`src/ptb_pkg.sv`:
```
// shared types and constants for the progress timer bank
// no dependencies
`default_nettype none
package ptb_pkg;

  localparam logic [16:0] ONE_PROG   = 17'd65536;
  localparam logic [31:0] ONE_Q16    = 32'd65536;
  localparam logic [31:0] TENTH_Q16  = 32'd6554;
  localparam int unsigned DIV_STEPS  = 16;

  typedef enum logic [1:0] {
    OP_TICK   = 2'd0,
    OP_START  = 2'd1,
    OP_QUERY  = 2'd2,
    OP_REINIT = 2'd3
  } opcode_e;

  typedef enum logic {
    REG_ANIMS    = 1'b0,
    REG_FAMILIES = 1'b1
  } cfg_reg_e;

  typedef enum logic [3:0] {
    ST_CLEAR,
    ST_IDLE,
    ST_DISPATCH,
    ST_SCAN_RD,
    ST_SCAN_CHK,
    ST_DIV,
    ST_TICK_WR,
    ST_NEXT,
    ST_QRY_RD,
    ST_QRY_RESP,
    ST_RESP
  } state_e;

  typedef struct packed {
    logic        idle;
    logic [32:0] elapsed;
    logic [31:0] dur;
    logic [16:0] prog;
  } entry_t;

  localparam entry_t ENTRY_RESET = '{idle: 1'b1, elapsed: '0, dur: '0, prog: '0};

  typedef struct packed {
    logic load;
    logic rd_scan;
    logic rd_query;
    logic calc;
    logic div_step;
    logic wr_tick;
    logic wr_start;
    logic wr_reinit;
    logic wr_clear;
    logic scan_next;
    logic resp;
  } ctrl_cmd_t;

  typedef struct packed {
    logic    cfg_hit;
    logic    clr_last;
    opcode_e op;
    logic    in_range;
    logic    scan_empty;
    logic    scan_last;
    logic    active;
    logic    div_last;
  } dp_stat_t;

endpackage
`default_nettype wire

```
`src/ptb_ctrl.sv`:
```
// controller state machine for the progress timer bank
// depends on ptb_pkg
`default_nettype none
module ptb_ctrl (
  input  wire logic              clk_i,
  input  wire logic              rst_ni,
  input  wire logic              start_i,
  input  wire ptb_pkg::dp_stat_t stat_i,
  output ptb_pkg::ctrl_cmd_t     cmd_o,
  output logic                   busy_o
);

  ptb_pkg::state_e state_q, state_d;

  always_ff @(posedge clk_i or negedge rst_ni) begin
    if (!rst_ni) begin
      state_q <= ptb_pkg::ST_CLEAR;
    end else begin
      state_q <= state_d;
    end
  end

  always_comb begin
    state_d = state_q;
    unique case (state_q)
      ptb_pkg::ST_CLEAR: begin
        if (stat_i.clr_last) state_d = ptb_pkg::ST_IDLE;
      end
      ptb_pkg::ST_IDLE: begin
        if (start_i) state_d = ptb_pkg::ST_DISPATCH;
      end
      ptb_pkg::ST_DISPATCH: begin
        unique case (stat_i.op)
          ptb_pkg::OP_START: state_d = ptb_pkg::ST_RESP;
          ptb_pkg::OP_QUERY:
            state_d = stat_i.in_range ? ptb_pkg::ST_QRY_RD : ptb_pkg::ST_RESP;
          default:
            state_d = stat_i.scan_empty ? ptb_pkg::ST_RESP : ptb_pkg::ST_SCAN_RD;
        endcase
      end
      ptb_pkg::ST_SCAN_RD:  state_d = ptb_pkg::ST_SCAN_CHK;
      ptb_pkg::ST_SCAN_CHK: begin
        if (stat_i.op == ptb_pkg::OP_TICK && stat_i.active) begin
          state_d = ptb_pkg::ST_DIV;
        end else begin
          state_d = ptb_pkg::ST_NEXT;
        end
      end
      ptb_pkg::ST_DIV: begin
        if (stat_i.div_last) state_d = ptb_pkg::ST_TICK_WR;
      end
      ptb_pkg::ST_TICK_WR:  state_d = ptb_pkg::ST_NEXT;
      ptb_pkg::ST_NEXT: begin
        state_d = stat_i.scan_last ? ptb_pkg::ST_RESP : ptb_pkg::ST_SCAN_RD;
      end
      ptb_pkg::ST_QRY_RD:   state_d = ptb_pkg::ST_QRY_RESP;
      ptb_pkg::ST_QRY_RESP: state_d = ptb_pkg::ST_IDLE;
      ptb_pkg::ST_RESP:     state_d = ptb_pkg::ST_IDLE;
      default:              state_d = ptb_pkg::ST_CLEAR;
    endcase
    if (stat_i.cfg_hit) state_d = ptb_pkg::ST_CLEAR;
  end

  always_comb begin
    cmd_o = '0;
    unique case (state_q)
      ptb_pkg::ST_CLEAR:    cmd_o.wr_clear = 1'b1;
      ptb_pkg::ST_IDLE:     cmd_o.load = start_i && !stat_i.cfg_hit;
      ptb_pkg::ST_DISPATCH: cmd_o.wr_start = (stat_i.op == ptb_pkg::OP_START) &&
                                             stat_i.in_range;
      ptb_pkg::ST_SCAN_RD:  cmd_o.rd_scan = 1'b1;
      ptb_pkg::ST_SCAN_CHK: begin
        cmd_o.wr_reinit = (stat_i.op == ptb_pkg::OP_REINIT);
        cmd_o.calc      = (stat_i.op == ptb_pkg::OP_TICK) && stat_i.active;
      end
      ptb_pkg::ST_DIV:      cmd_o.div_step = 1'b1;
      ptb_pkg::ST_TICK_WR:  cmd_o.wr_tick = 1'b1;
      ptb_pkg::ST_NEXT:     cmd_o.scan_next = !stat_i.scan_last;
      ptb_pkg::ST_QRY_RD:   cmd_o.rd_query = 1'b1;
      ptb_pkg::ST_QRY_RESP: cmd_o.resp = 1'b1;
      ptb_pkg::ST_RESP:     cmd_o.resp = 1'b1;
      default:              cmd_o = '0;
    endcase
  end

  assign busy_o = (state_q != ptb_pkg::ST_IDLE);

endmodule
`default_nettype wire

```
`config.mk`:
```
export PLATFORM = sky130hd
export DESIGN_NAME = ptb_ctrl
export DESIGN_NICKNAME = d
export VERILOG_FILES = /design/src/ptb_pkg.sv /design/src/ptb_ctrl.sv
export SDC_FILE = /design/constraint.sdc
export NUM_CORES = 1
export LEC_CHECK = 0
export ABC_AREA = 1
export ABC_CLOCK_PERIOD_IN_PS = 1400
export BUFFER_PORTS_ARGS = -buffer_cell sky130_fd_sc_hd__buf_2
export CAP_MARGIN = 20
export CORE_AREA = 2 2 39 41
export CTS_BUF_LIST = sky130_fd_sc_hd__clkbuf_8
export DETAILED_ROUTE_END_ITERATION = 12
export DIE_AREA = 0 0 41 43
export GPL_TIMING_DRIVEN = 0
export PLACE_DENSITY = 0.67
export SETUP_SLACK_MARGIN = 0.15
export SLEW_MARGIN = 20
export SYNTH_ARGS = -nofsm -noshare
export SYNTH_HDL_FRONTEND = slang
export SYNTH_SLANG_ARGS = --single-unit
```
`constraint.sdc`:
```
create_clock -name clk_i -period 1.4 [get_ports clk_i]
set_input_delay 0.14 -clock clk_i [delete_from_list [all_inputs] [get_ports clk_i]]
set_output_delay 0.14 -clock clk_i [all_outputs]
set_load 0.01 [all_outputs]
```
==> results.yml, run 1 <==
global_route:
  grt.overflow.total: 0
  grt_pass1_vias: 644
  grt_max_degree: 6
  groute.usage.overall_pct: 20.3
  antenna_found_initial: 0
  grt_pass1_wl_um: 2480
clocking:
  clock_sinks: 4
  root_buffer: "clkbuf_8"
  cts_tree: "done"
  htree_levels: 1
  cts_buffers: 3
  clock_latency_ps: 220
  clk_pin_slew_worst_paths_ps: 30
  cts_buffer_depth: 2
timing:
  period_share_pct: 99.9
  max_slew_margin_pct: 87.2
  setup-violations-final: 0
  fmaxAchievable_mhz: 715
  tns_ps: 0
  drv_slew: 0
  tightest_slew_ps: 190
  rsz0062_at_grt: "yes"
  fin_skew_ps: 3.33
  period_needed_ps: 1400
  whs_ps: 120
  setup_ws_ps: 1.45
  final-hold-violation-count: 0
yosys:
  ys_types: 18
  synthMuxAreaShare_pct: 0
  syn_area_um2: 502
  synthCells: 89
  synthAdderAreaFrac_pct: 9.98
  synth_xor_area_share_pct: 0
  synth_warnings: 0
  synth_top_family_by_area: "simple AND/OR/NAND/NOR gates"
  synth_compound_area_share_pct: 3.99
  synthSimpleGateAreaFrac_pct: 50.4
  syn_nets: 105
  synth_seq_area_share_pct: 20.0
  syn_avg_cell_area_um2: 5.64
  synth_seq_cells: 4
worst_setup_path:
  crit_type: "flip-flop to primary output"
  max_stage_delay_ps: 420
  path_common_cell: "buf_4"
  cp.required_ps: 1260
  arrival_ps: 1260
  worstSetupEndpointType: "primary output"
  path_max_fanout: 4
  cpMaxStageDelayCell: "dfrtp_1"
  critical_path.startpoint_type: "flip-flop"
  crit_chain: "inv_2 > nand2_4 > buf_4 > buf_4 > nor2_4 > buf_6"
power:
  p_per_area_mw_per_mm2: 1460
  comb_power_share_pct: 67.3
  p_int_uw: 720
  p_sw_uw: 624
  leakage_nw: 0.545
  swShare_pct: 46.4
  clkPwrFrac_pct: 17.9
  peakVddDrop_mv: 0.916
  power_frac_seq_pct: 14.8
placed_design:
  port_buffers: 23
  hpwl_um: 1020
  place.gp.congestion: 0.822
  pre_cts_ws_ps: 90.5
  dp.cells: 128
floorplanning:
  rows: 14
  die_area_mm2: 0.00176
  io_pins: 24
  die_y_um: 43
  coreArea_mm2: 0.00138
  initial_core_util_pct: 36.3
  die_x_um: 41
finish:
  mostFrequentLayoutCell: "buf_2"
  drive_gt1_share_pct: 52.3
  largest_register: "state_q"
  antenna_cells: 0
  instances_no_fill: 146
  finalNetCount: 148
  reg_top3: "state_q: 4 flops"
  area_delta_synth_final_pct: 84.0
  largest_reg_flops: 4
  final_cell_mix: "buf_2, nand2_1, inv_1"
drt:
  wire_per_inst_um: 12.0
  ant_nets: 0
  drt-pass1-iter-count: 4
  wl_um: 1750
  drt_iter0_drc: 17
  vias: 706
  via_per_inst: 4.84
  drc: 0
job:
  drv_cap: 0
status:
  status: "complete, no violations"
worst_hold_path:
  hold_class: "primary input to flip-flop"
Yosys cell counts:
| master | n | area [um2] |
|---|---|---|
| nand2_1 | 21 | 78.8 |
| inv_1 | 19 | 71.3 |
| nor2_1 | 16 | 60.1 |
| nand3_1 | 8 | 40.0 |
| dfrtp_1 | 4 | 100 |
| ha_1 | 4 | 50.1 |
| nor3_1 | 3 | 15.0 |
| a21oi_1 | 2 | 10.0 |
| inv_2 | 2 | 7.51 |
| nor2_2 | 2 | 12.5 |
| nand2_2 | 1 | 6.26 |
| nand3_2 | 1 | 10.0 |
| nand3b_1 | 1 | 7.51 |
| nand4_1 | 1 | 6.26 |
| nor3_2 | 1 | 10.0 |
| nor4_1 | 1 | 6.26 |
| o21ai_0 | 1 | 5.00 |
| o21ai_1 | 1 | 5.00 |
repair_timing:
item                       CTS  global route
hold buffers                 1             0
buffers inserted             9             5
hold endpoints to repair     4             0
setup endpoints to repair   12            15
pin swaps                    2             3
resized for setup           22            15
power by group through the flow:
stage / clock network, mW / registers, mW / logic [mW]
3_5_place_dp: 0 / 0.199 / 0.501
2_1_floorplan: 0 / 0.187 / 0.364
6_report: 0.240 / 0.199 / 0.904
5_1_grt: 0.250 / 0.201 / 0.987
3_3_place_gp: 0 / 0.199 / 0.496
4_1_cts: 0.245 / 0.194 / 0.730
stage by stage:
stage / power [mW] / area, um2 / utilization, %
floorplan: 0.551 / 502 / -
global placement: 0.695 / 637 / 46.0
detailed placement: 0.701 / 637 / 46.0
CTS: 1.17 / 822 / 59.4
global route: 1.44 / 923 / 66.7
finish: 1.34 / 923 / 66.7
worst paths after layout:
kind	from	end	cells past startpoint	slack [ps]
worst min-delay path	stat_i[8]	state_q[2]	2	120
worst max register to register	state_q[3]	state_q[1]	10	30
max in group asynchronous	rst_ni	state_q[0]	2	1020
worst max-delay path	state_q[3]	cmd_o[6]	6	1
worst min register to register	state_q[0]	state_q[0]	2	610
min in group asynchronous	rst_ni	state_q[2]	2	250
worst max-delay path: cells and delay by family (launching register included):
kind                   cells  cell delay, ps
flip-flops                 1             420
buffers and inverters      4             480
AND/OR/NAND/NOR            2             150
area by class of cell:
cell class	instances	area (um2)
Sequential cell	4	103
Multi-Input combinational cell	64	419
Clock buffer	3	41.3
Inverter	21	78.8
Timing Repair Buffer	38	262
Tap cell	16	20.0
Fill cell	109	460
cells by family (layout without fill, tap and decap cells):
kind of cell,Yosys count,after routing
AND/OR/NAND/NOR,56,56
buffers and inverters,21,62
adder cells (fa/ha/maj),4,4
AO/OA/AOI/OAI,4,4
flip-flops,4,4
per-layer routing:
metal | vias up | routed length, um | global-route usage (%) | part of all wire, %
met1 | 335 | 699 | 25.9 | 40
met5 | - | 0 | 0 | 0
met2 | 14 | 995 | 33.8 | 57
met3 | 2 | 41 | 0 | 2.3
met4 | 0 | 12 | 9.33 | 0.69
li1 | 355 | - | - | -
Note: power is estimated with default switching activity, not from simulation.
==> inputs of run 2 (changes only) <==
==> constraint.sdc (replaced) <==
create_clock -name clk_i -period 1.4 [get_ports clk_i]
set_input_delay 0.28 -clock clk_i [delete_from_list [all_inputs] [get_ports clk_i]]
set_output_delay 0.28 -clock clk_i [all_outputs]
set_load 0.01 [all_outputs]
==> results.yml, run 2 (synthesis results as in run 1) <==
clocking:
  clk_pin_slew_worst_paths_ps: 30
  cts_buffers: 3
  cts_buffer_depth: 2
  root_buffer: "clkbuf_8"
  htree_levels: 1
  clock_latency_ps: 210
  cts_tree: "done"
  clock_sinks: 4
finish:
  final_cell_mix: "buf_2, nand2_1, inv_1"
  mostFrequentLayoutCell: "buf_2"
  fin_area_um2: 873
  reg_top3: "state_q: 4 flops"
  area_delta_synth_final_pct: 74.1
  fin_util_pct: 63.1
  largest_register: "state_q"
  largest_reg_flops: 4
  finalNetCount: 145
  drive_gt1_share_pct: 48.8
  antenna_cells: 0
timing:
  tightest_slew_ps: 218
  max_slew_margin_pct: 85.4
  setup_ws_ps: -123
  whs_ps: 267
  setup-violations-final: 12
  drv_slew: 0
  period_share_pct: 109
  final-hold-violation-count: 0
  rsz0062_at_grt: "yes"
  fmaxAchievable_mhz: 656
  tns_ps: -887
  period_needed_ps: 1520
  fin_skew_ps: 0.617
worst_setup_path:
  worstSetupEndpointType: "primary output"
  critical_path.startpoint_type: "flip-flop"
  path_max_fanout: 6
  crit_type: "flip-flop to primary output"
  arrival_ps: 1240
  cp.required_ps: 1120
global_route:
  grt_pass1_wl_um: 2530
  grt.overflow.total: 0
  antenna_found_initial: 0
  grt_pass1_vias: 648
  groute.usage.overall_pct: 20.7
  grt_max_degree: 7
drt:
  drt_iter0_drc: 9
  wl_um: 1580
  ant_nets: 0
  drt-pass1-iter-count: 5
  drc: 0
  wire_per_inst_um: 11.0
  vias: 678
  via_per_inst: 4.74
floorplanning:
  die_area_mm2: 0.00176
  io_pins: 24
  die_x_um: 41
  die_y_um: 43
  initial_core_util_pct: 36.3
  rows: 14
  coreArea_mm2: 0.00138
placed_design:
  port_buffers: 23
  placed_area_um2: 653
  place.gp.congestion: 0.830
  hpwl_um: 1060
status:
  violations: "negative setup slack"
  status: "finished, violations left"
job:
  drv_cap: 0
worst_hold_path:
  hold_class: "primary input to flip-flop"
power:
  peakVddDrop_mv: 1.01
  fin_total_pwr_mw: 1.20
  leakage_nw: 0.512
  p_per_area_mw_per_mm2: 1380
[run 2: cell types whose count changed in the layout (fill, tap and decap cells not counted), sizes merged]
cell and change:
buf -3
[run 2: per-stage QoR]
| stage | std cells | setup WS, ps |
|---|---|---|
| 3_5_place_dp | 128 | -17.8 |
| 2_1_floorplan | 89 | 155 |
| 6_report | 143 | -123 |
| 4_1_cts | 140 | -91.4 |
| 3_3_place_gp | 128 | -14.8 |
| 5_1_grt | 143 | -162 |
[run 2: report_power, final]
| group | leakage (nW) | switching, mW | internal, mW | total (mW) |
|---|---|---|---|---|
| Sequential | 0.0480 | 0.0740 | 0.155 | 0.229 |
| Clock | 0.0216 | 0.0526 | 0.183 | 0.235 |
| Combinational | 0.443 | 0.432 | 0.308 | 0.740 |
[run 2: final cells by class]
cell class,count,area [um2]
clock buffer,3,41.3
fill,128,510
inverter,21,86.3
multi-input combinational,64,399
sequential,4,105
tap,16,20.0
timing repair buffer,35,221
[run 2: path summary, 6_finish.rpt]
kind,from,to,slack (ps),cells past startpoint
max,state_q[0],cmd_o[1],-120,4
min,stat_i[8],state_q[2],270,2
max reg2reg,state_q[3],state_q[1],-80,11
min reg2reg,state_q[0],state_q[0],630,2
max in group asynchronous,rst_ni,state_q[1],880,2
min in group asynchronous,rst_ni,state_q[2],390,2
[run 2: worst max-delay path: stages, from the launching register on]
cell and delay, ps:
dfrtp_2 430, buf_4 140, nand2_2 90, nor3_4 210, buf_2 150
[run 2: timing repair]
action	CTS	global route
hold buffers	1	0
hold endpoints to repair	4	0
setup buffers	8	3
pin swaps	5	5
gates resized for setup	13	15
setup endpoints to repair	12	15
[run 2: metal layers]
| layer | track usage, % | routed length (um) | vias to the layer above |
|---|---|---|---|
| met2 | 32.8 | 872 | 18 |
| met3 | 3.14 | 55 | 2 |
| met5 | 0 | 0 | - |
| li1 | - | - | 348 |
| met4 | 8.00 | 7 | 0 |
| met1 | 26.8 | 642 | 310 |
==> inputs of run 3 (changes only) <==
- TNS_END_PERCENT: default -> 1
==> results.yml, run 3 (synthesis results as in run 1) <==
timing:
  fmaxAchievable_mhz: 657
  drv_slew: 0
  rsz0062_at_grt: "yes"
  whs_ps: 264
  final-hold-violation-count: 0
  setup-violations-final: 9
  max_slew_margin_pct: 86.2
  tightest_slew_ps: 206
  period_needed_ps: 1520
  fin_skew_ps: 0.511
  period_share_pct: 109
  setup_ws_ps: -122
  tns_ps: -611
clocking:
  cts_buffers: 3
  clock_latency_ps: 210
  cts_buffer_depth: 2
  htree_levels: 1
  clock_sinks: 4
  cts_tree: "done"
  clk_pin_slew_worst_paths_ps: 30
  root_buffer: "clkbuf_8"
drt:
  ant_nets: 0
  drt_iter0_drc: 9
  drc: 0
  vias: 634
  wire_per_inst_um: 9.77
  wl_um: 1340
  via_per_inst: 4.63
  drt-pass1-iter-count: 4
worst_hold_path:
  hold_class: "primary input to flip-flop"
  holdCritStartpoint: "stat_i[8]"
  min_to: "state_q[2]"
  holdPathStages: 2
floorplanning:
  die_area_mm2: 0.00176
  io_pins: 24
  rows: 14
  die_y_um: 43
  initial_core_util_pct: 36.3
  die_x_um: 41
  coreArea_mm2: 0.00138
global_route:
  groute.usage.overall_pct: 16.5
  grt_pass1_vias: 568
  grt.overflow.total: 0
  grt_max_degree: 6
  grt_pass1_wl_um: 2060
  antenna_found_initial: 0
finish:
  reg_top3: "state_q: 4 flops"
  mostFrequentLayoutCell: "buf_2"
  multiInputGateArea_um2: 369
  antenna_cells: 0
  largest_register: "state_q"
  largest_reg_flops: 4
  finalNetCount: 139
  final_cell_mix: "buf_2, nand2_1, inv_1"
  seq_area_um2: 105
  area_delta_synth_final_pct: 56.9
  n_fill_cell: 148
  drive_gt1_share_pct: 45.5
  fin_util_pct: 56.9
  instances_no_fill: 137
power:
  peakVddDrop_mv: 0.782
  leakage_nw: 0.471
  fin_total_pwr_mw: 1.16
  p_per_area_mw_per_mm2: 1470
placed_design:
  dp.cells: 128
  hpwl_um: 1010
  port_buffers: 23
  place.gp.congestion: 0.802
status:
  status: "finished, violations left"
  violations: "negative setup slack"
worst_setup_path:
  cpMaxStageDelayCell: "dfrtp_2"
  reg2reg_to: "state_q[0]"
  max_stage_delay_ps: 440
  path_max_fanout: 5
  crit_family: "flip-flops"
  cp.required_ps: 1120
  regToRegStartpoint: "state_q[0]"
  crit_chain: "buf_4 > nor2_1 > nand2_1 > inv_1 > buf_2"
  cp_num_buf_inv: 3
  worstSetupEndpointType: "primary output"
  critical_path.startpoint_type: "flip-flop"
  worstRegToRegCells: 9
  reg2reg_setup_slack_ps: 50
  crit_type: "flip-flop to primary output"
  arrival_ps: 1240
job:
  drv_cap: 0
[run 3: changes by cell type in the layout (fill, tap and decap cells not counted), moves of 2 or more]
cell     before  now
inv_2         2    4
nor2_1       13   11
nor3_1        0    2
nand2_4       3    1
nor2_2        2    5
buf_4         9    3
inv_4         3    1
nand2_2       1    3
[run 3: metal layers]
layer / routed length [um] / global-route usage, % / up-vias
li1: - / - / 336
met1: 565 / 21.6 / 286
met2: 737 / 26.9 / 12
met3: 36 / 0 / 0
met4: 0 / 8.00 / 0
met5: 0 / 0 / -
[run 3: how the worst max path moves through the flow]
stage,from,end,slack (ps),cells after the start
after floorplan,state_q[0],cmd_o[10],120,4
after detailed placement,state_q[0],cmd_o[7],-7,6
after global placement,state_q[0],cmd_o[7],20,6
final,state_q[0],cmd_o[5],-120,5
after CTS,state_q[3],cmd_o[7],-90,6
after global routing,state_q[0],cmd_o[5],-180,5
[run 3: layout make-up]
| cell class | instances | area share, % |
|---|---|---|
| repair buffers | 29 | 21.6 |
| inverters | 21 | 10.3 |
| multi-input cells | 64 | 46.9 |
| flip-flops and latches | 4 | 13.4 |
| well taps | 16 | 2.54 |
| clock buffers | 3 | 5.25 |
[run 3: timing repair]
action / in CTS / in global routing
endpoints found under the hold margin: 4 / 0
pin swaps: 3 / 2
setup buffers: 4 / 1
setup endpoints to repair: 12 / 15
gates cloned: 0 / 0
hold buffers: 1 / 0
resized for setup: 12 / 10
[run 3: where the power goes]
part	internal, mW	total, mW	leakage (nW)	switching [mW]
combinational	0.295	0.709	0.402	0.414
sequential	0.155	0.211	0.0480	0.0558
clock	0.183	0.236	0.0216	0.0532
total	0.633	1.16	0.471	0.523
[run 3: worst reg2reg max path: cells and delay by family, from the launching register on]
kind                   cells  cell delay [ps]
AND/OR/NAND/NOR            7              530
flip-flops                 1              440
buffers and inverters      2              300
[run 3: through the flow]
step	setup WS, ps	cell area [um2]
finish	-122	787
global route	-176	787
CTS	-92.6	752
detailed placement	-7.35	642
global placement	21.8	642
floorplan	120	507
